===== src/rtl/pal_pkg.sv =====
`timescale 1ns / 1ps
// Shared types and codes for the positional array list unit.
// No dependencies.
package pal_pkg;

    localparam int ACTION_W = 3;
    localparam int STATUS_W = 2;

    localparam logic [ACTION_W-1:0] ACT_CLEAR  = 3'd0;
    localparam logic [ACTION_W-1:0] ACT_INSERT = 3'd1;
    localparam logic [ACTION_W-1:0] ACT_APPEND = 3'd2;
    localparam logic [ACTION_W-1:0] ACT_DELETE = 3'd3;
    localparam logic [ACTION_W-1:0] ACT_READ   = 3'd4;
    localparam logic [ACTION_W-1:0] ACT_UPDATE = 3'd5;
    localparam logic [ACTION_W-1:0] ACT_FIND   = 3'd6;

    localparam logic [STATUS_W-1:0] STAT_OK     = 2'd0;
    localparam logic [STATUS_W-1:0] STAT_FULL   = 2'd1;
    localparam logic [STATUS_W-1:0] STAT_BADPOS = 2'd2;
    localparam logic [STATUS_W-1:0] STAT_NOKEY  = 2'd3;

    typedef enum logic [1:0] {
        S_IDLE,
        S_SCAN,
        S_WRITE
    } t_state;

    typedef struct packed {
        logic load;
        logic scan_step;
        logic commit;
    } t_dp_cmd;

    typedef struct packed {
        logic scan_done;
    } t_dp_stat;

endpackage


===== src/rtl/pal_ctrl.sv =====
`timescale 1ns / 1ps
// Sequencer for the positional array list: accept, key scan, commit to output.
// Depends on pal_pkg.
module pal_ctrl
    import pal_pkg::*;
(
    input  logic                i_clk,
    input  logic                i_rst_n,
    input  logic                i_valid,
    input  logic [ACTION_W-1:0] i_action,
    output logic                o_stall,
    output logic                o_valid,
    input  logic                i_stall,
    input  t_dp_stat            i_dp_stat,
    output t_dp_cmd             o_dp_cmd
);

    t_state r_state, n_state;
    logic   r_out_valid, n_out_valid;

    always_ff @(posedge i_clk) begin
        if (!i_rst_n) begin
            r_state     <= S_IDLE;
            r_out_valid <= 1'b0;
        end else begin
            r_state     <= n_state;
            r_out_valid <= n_out_valid;
        end
    end

    always_comb begin
        n_state  = r_state;
        o_dp_cmd = '0;
        case (r_state)
            S_IDLE: begin
                if (i_valid) begin
                    o_dp_cmd.load = 1'b1;
                    n_state = (i_action == ACT_FIND) ? S_SCAN : S_WRITE;
                end
            end
            S_SCAN: begin
                o_dp_cmd.scan_step = 1'b1;
                if (i_dp_stat.scan_done) begin
                    n_state = S_WRITE;
                end
            end
            S_WRITE: begin
                if (!r_out_valid || !i_stall) begin
                    o_dp_cmd.commit = 1'b1;
                    n_state = S_IDLE;
                end
            end
            default: begin
                n_state = S_IDLE;
            end
        endcase
        n_out_valid = o_dp_cmd.commit | (r_out_valid & i_stall);
    end

    assign o_stall = (r_state != S_IDLE);
    assign o_valid = r_out_valid;

endmodule


===== config.mk =====
export PLATFORM = sky130hd
export DESIGN_NAME = pal_ctrl
export DESIGN_NICKNAME = d
export VERILOG_FILES = /design/src/rtl/pal_pkg.sv /design/src/rtl/pal_ctrl.sv
export SDC_FILE = /design/constraint.sdc
export NUM_CORES = 1
export LEC_CHECK = 0
export ABC_AREA = 1
export ABC_CLOCK_PERIOD_IN_PS = 1100
export BUFFER_PORTS_ARGS = -buffer_cell sky130_fd_sc_hd__buf_2
export CORE_AREA = 4 4 41 43
export DETAILED_ROUTE_END_ITERATION = 7
export DIE_AREA = 0 0 45 47
export SLEW_MARGIN = 10
export SYNTH_ARGS = -nofsm -noshare
export SYNTH_HDL_FRONTEND = slang
export SYNTH_SLANG_ARGS = --single-unit

===== constraint.sdc =====
create_clock -name i_clk -period 1.1 [get_ports i_clk]
set_input_delay 0.22 -clock i_clk [delete_from_list [all_inputs] [get_ports i_clk]]
set_output_delay 0.22 -clock i_clk [all_outputs]
set_load 0.01 [all_outputs]

**Yosys cells after proc, flatten, opt, wreduce, memory -nomap -nowiden**

Cells that the tools add are included.
W data, S select, Z words.

- Output and inout bits: 5
- Word-level logic and storage cells: 26
- Bits of input ports: 8
- Register bits: 3

- Reduce and logical (&&, ||, !) cells: 6
- Muxes and demuxes: 10
- Eq/ne operators: 6
- Bitwise gates (word level): 2

Operators by type and width:

| cell | count |
|---|---|
| $mux W2 | 4 |
| $ne A2 B2 Y1 const B | 3 |
| $pmux W2 S3 | 1 |
| $mux W1 | 5 |
| $eq A3 B3 Y1 const B | 1 |
| $reduce_and A3 Y1 | 1 |
| $eq A2 B1 Y1 const B | 1 |
| $eq A2 B2 Y1 const B | 1 |
| $logic_not A1 Y1 | 2 |
| $logic_not A2 Y1 | 1 |
| $reduce_bool A2 Y1 | 1 |
| $and A1 B1 Y1 | 1 |
| $logic_or A1 B1 Y1 | 1 |
| $or A1 B1 Y1 | 1 |

**Logic depth before layout (Yosys ltp)**

- Depth in word-level cells: 5
- Depth in mapped cells: 5
- Mapped depth without buffers: 5

**Worst setup path after synthesis**

Ideal clock, no wire load.

- Path type: register -> output
- From: reg r_state[1]
- To: out o_dp_cmd[0] (netlist name)
- Buffers on the path: 0
- Data required time: 880 ps
- Stages on the path, launching flop included: 5
- Arrival: 748 ps
- Setup slack: 132 ps
- Cells stage by stage: dfxtp_1 inv_1 nor2_1 inv_1 nor2_1

RTL lines:

| what | line | source |
|---|---|---|
| start, declared | pal_ctrl.sv:18 | `t_state r_state, n_state;` |
| start signal, assigned | pal_ctrl.sv:26 | `r_state <= n_state;` |
| end, declared | pal_ctrl.sv:15 | `output t_dp_cmd o_dp_cmd` |

==> reports/results.tsv <==
stage	metric	value	unit
logic_synthesis	Post-Synth Simple-Gate Area	0.401	
timing	Hold Fails Final Rpt	0	
clocking	hold_buf cts	0	
logic_synthesis	Post-synth ARST share	0	
worst_setup_path	critical path arrival	0.97	ns
place	GPL Wtd Cong	0.703	
grt	grt ovf	0	
worst_setup_path	Crit path required time	0.88	ns
routing	DR WL/cell	8.92	microns
timing	unrepaired setup endpoints after global routing	yes	
logic_synthesis	post-synthesis compound-gate area fraction	0.109	
logic_synthesis	sequential area share after synthesis	0.327	
logic_synthesis	Yosys reg bits	3	
worst_setup_path	Reg2Reg Setup Slack	0.05	ns
logic_synthesis	Post-synth EDFFs	0	
floorplanning	Die ar.	2120	sq um
timing	Fmax	0.838	GHz
logic_synthesis	Cell Area, Synth	184	sq um
clocking	Worst-Skew Late Latency	0.23	ns
routing	DRT Pass-1 Iters	3	
job	reported max-cap violation count	0	
timing	Max Slew Vio Count	0	
grt	global-route wire length before repair	924	microns
power	PD cells	1130	nW/um^2
logic_synthesis	count leader, synth	nor2_1	
grt	number of global-route vias before repair	258	
worst_setup_path	Critical R2R Capture	r_state[0]	
logic_synthesis	syn avg cell area	5.57	sq um
hold_path	worst hold path type	in -> reg	
timing	Worst Max-Slew Pin Slew	0.148	ns
final_layout	synthesis-to-layout area growth	121	%
clocking	H-Tree Depth	1	
logic_synthesis	main combinational cell family by area after synthesis	simple AND/OR/NAND/NOR gates	
timing	Final Worst Setup Slack	-0.0930	ns
run_status	status	complete, but fails checks	
logic_synthesis	post-synth top area cell	dfxtp_1	
worst_setup_path	RR Startpoint	r_state[1]	
worst_setup_path	worst-path maximum fanout	2	
worst_setup_path	max incr delay on CP	0.34	ns
power	Total Power	0.000461	W
final_layout	Fillers	149	
logic_synthesis	adder-cell share of the synthesized area	0	
grt	GRT Util Overall	0.0638	
worst_setup_path	Worst path slowest cell	dfxtp_2	
clocking	Worst-path clk slew	0.04	ns
floorplanning	Initial Util	0.141	
floorplanning	Die Span Y	47	microns
routing	antenna viol nets, final	0	
floorplanning	CORE AREA	1300	sq um
logic_synthesis	Primary FF master, synth	dfxtp_1	
timing	Slew headroom	0.901	
timing	post-route clock skew	0.00193	ns
routing	routed vias/inst	3.85	
logic_synthesis	post-synthesis mux area share	0	
logic_synthesis	synth top area cells	dfxtp_1 (33%), nor2_1 (18%), inv_1 (16%)	
timing	final worst path period need	1.19	ns
hold_path	hold path depth	3	
clocking	CTS root buf	clkbuf_4	
logic_synthesis	cell count after synthesis	33	
routing	Total Wirelength	651	microns
hold_path	HP Start	i_rst_n	
worst_setup_path	CP startpoint kind	flop	
logic_synthesis	Synth Net Count	41	
worst_setup_path	cells along the critical path	inv_4, nor2_4, inv_2, nor2_1, buf_2	
worst_setup_path	cell depth of the worst flop-to-flop path	8	
run_status	failing checks	negative setup slack	
final_layout	nets@finish	67	
clocking	TritonCTS buffer count	3	
timing	Setup TNS Final	-0.181	ns
place	post-DP HPWL	398	microns
worst_setup_path	critical path type	reg -> out	
worst_setup_path	CP bufs+invs	3	
hold_path	WHS Endpoint	r_state[0]	
final_layout	Antenna Cells	0	
clocking	CTS tree	yes	
final_layout	fraction of layout cells with a size suffix above 1	0.586	
grt	met1 usage	0.0655	
grt	routing usage on met3	0.0230	
clocking	TritonCTS Sinks	3	
clocking	CTS max path bufs	2	
floorplanning	I/O pins	13	
final_layout	Layout Utilization	0.313	
power	Lkg Pwr	0.224	nW
grt	initial antenna violation count	0	
logic_synthesis	xor and xnor area share after synthesis	0	
grt	largest net degree at the start of global routing	5	
logic_synthesis	post-synth top area share	0.327	
timing	Final period util	1.08	
place	PortBufs	12	
floorplanning	row cnt	13	
routing	Iter 0 DRT Violations	3	
logic_synthesis	Cell variety after synth	9	
routing	DRC violations left	0	
floorplanning	Die X	45	microns
power	Peak VDD IR	0.350	mV
logic_synthesis	Synth Warn #	0	
routing	Vias	281	
grt	gr busiest metal	met2	
timing	final setup fails	3	
worst_setup_path	family with the most delay on the worst path	flip-flops	
worst_setup_path	Setup crit end kind	output pin	
grt	grt met2 use	0.0960	
logic_synthesis	Post-synth top cells	nor2_1 (9), inv_1 (8), nand2_1 (5)	
==> state kept, by name, summed over array words and instances (netlist names) <==
signal / count
o_valid: 1
r_state: 2
==> worst reg2reg max path, delay by kind of cell (launching register included) <==
kind	cells	cell delay, ns
DFF	1	0.32
buffers and inverters	4	0.43
and+or+nand+nor	4	0.23
==> layer usage <==
metal,up-vias,part of all wire
li1,147,-
met1,122,0.36
met2,12,0.54
met3,0,0.10
met4,0,0
met5,-,0
==> timing repair <==
action / in CTS / in global routing
setup endpoints to repair: 4 / 5
resized for setup: 8 / 10
setup buffers: 6 / 2
pin swaps: 3 / 4
gates cloned: 0 / 0
==> cells in the final DEF, fill, tap and decap left out, drive strengths merged <==
cell,count
a21oi,2
buf,21
clkbuf,4
dfxtp,3
inv,8
nand2,6
nand3,2
nor2,9
nor3,1
o21ai,2
==> report_power, final <==
part	leakage (nW)	switching [W]	total, W	internal, W
logic	0.183	0.0000692	0.000148	0.0000790
registers	0.0257	0.00000624	0.000123	0.000116
clock network	0.0150	0.0000543	0.000190	0.000136
==> area by class of cell <==
| class | count | area, sq um | area share |
|---|---|---|---|
| Timing Repair Buffer | 21 | 140 | 0.345 |
| Tap cell | 15 | 18.8 | 0.0462 |
| Multi-Input combinational cell | 22 | 121 | 0.298 |
| Sequential cell | 3 | 65.1 | 0.160 |
| Inverter | 8 | 35.0 | 0.0862 |
| Clock buffer | 4 | 26.3 | 0.0646 |
==> cell families (layout without fill, tap and decap cells) <==
family / Yosys count / after routing
DFF: 3 / 3
buffers and inverters: 8 / 33
and+or+nand+nor: 18 / 18
AOI/OAI and AO/OA: 4 / 4
==> worst max path at each step <==
stage,startpoint,endpoint,cells after the start
5_1_grt,r_state[1],o_dp_cmd[0],5
3_3_place_gp,r_state[1],o_dp_cmd[0],5
2_1_floorplan,r_state[1],o_dp_cmd[0],4
6_report,r_state[1],o_dp_cmd[0],5
3_5_place_dp,r_state[1],o_dp_cmd[0],5
4_1_cts,r_state[1],o_dp_cmd[0],5
==> metrics by stage <==
step                      setup WS, ns  std cells  instance area, sq um  hold WS [ns]
after floorplan                  0.132         33                   184         0.352
after global placement           0.118         61                   270         0.486
after detailed placement        0.0920         61                   270         0.485
after CTS                       -0.104         71                   360         0.245
after global routing            -0.140         73                   407         0.255
final                          -0.0930         73                   407         0.235
No activity file was read; power rests on OpenSTA's default activity.
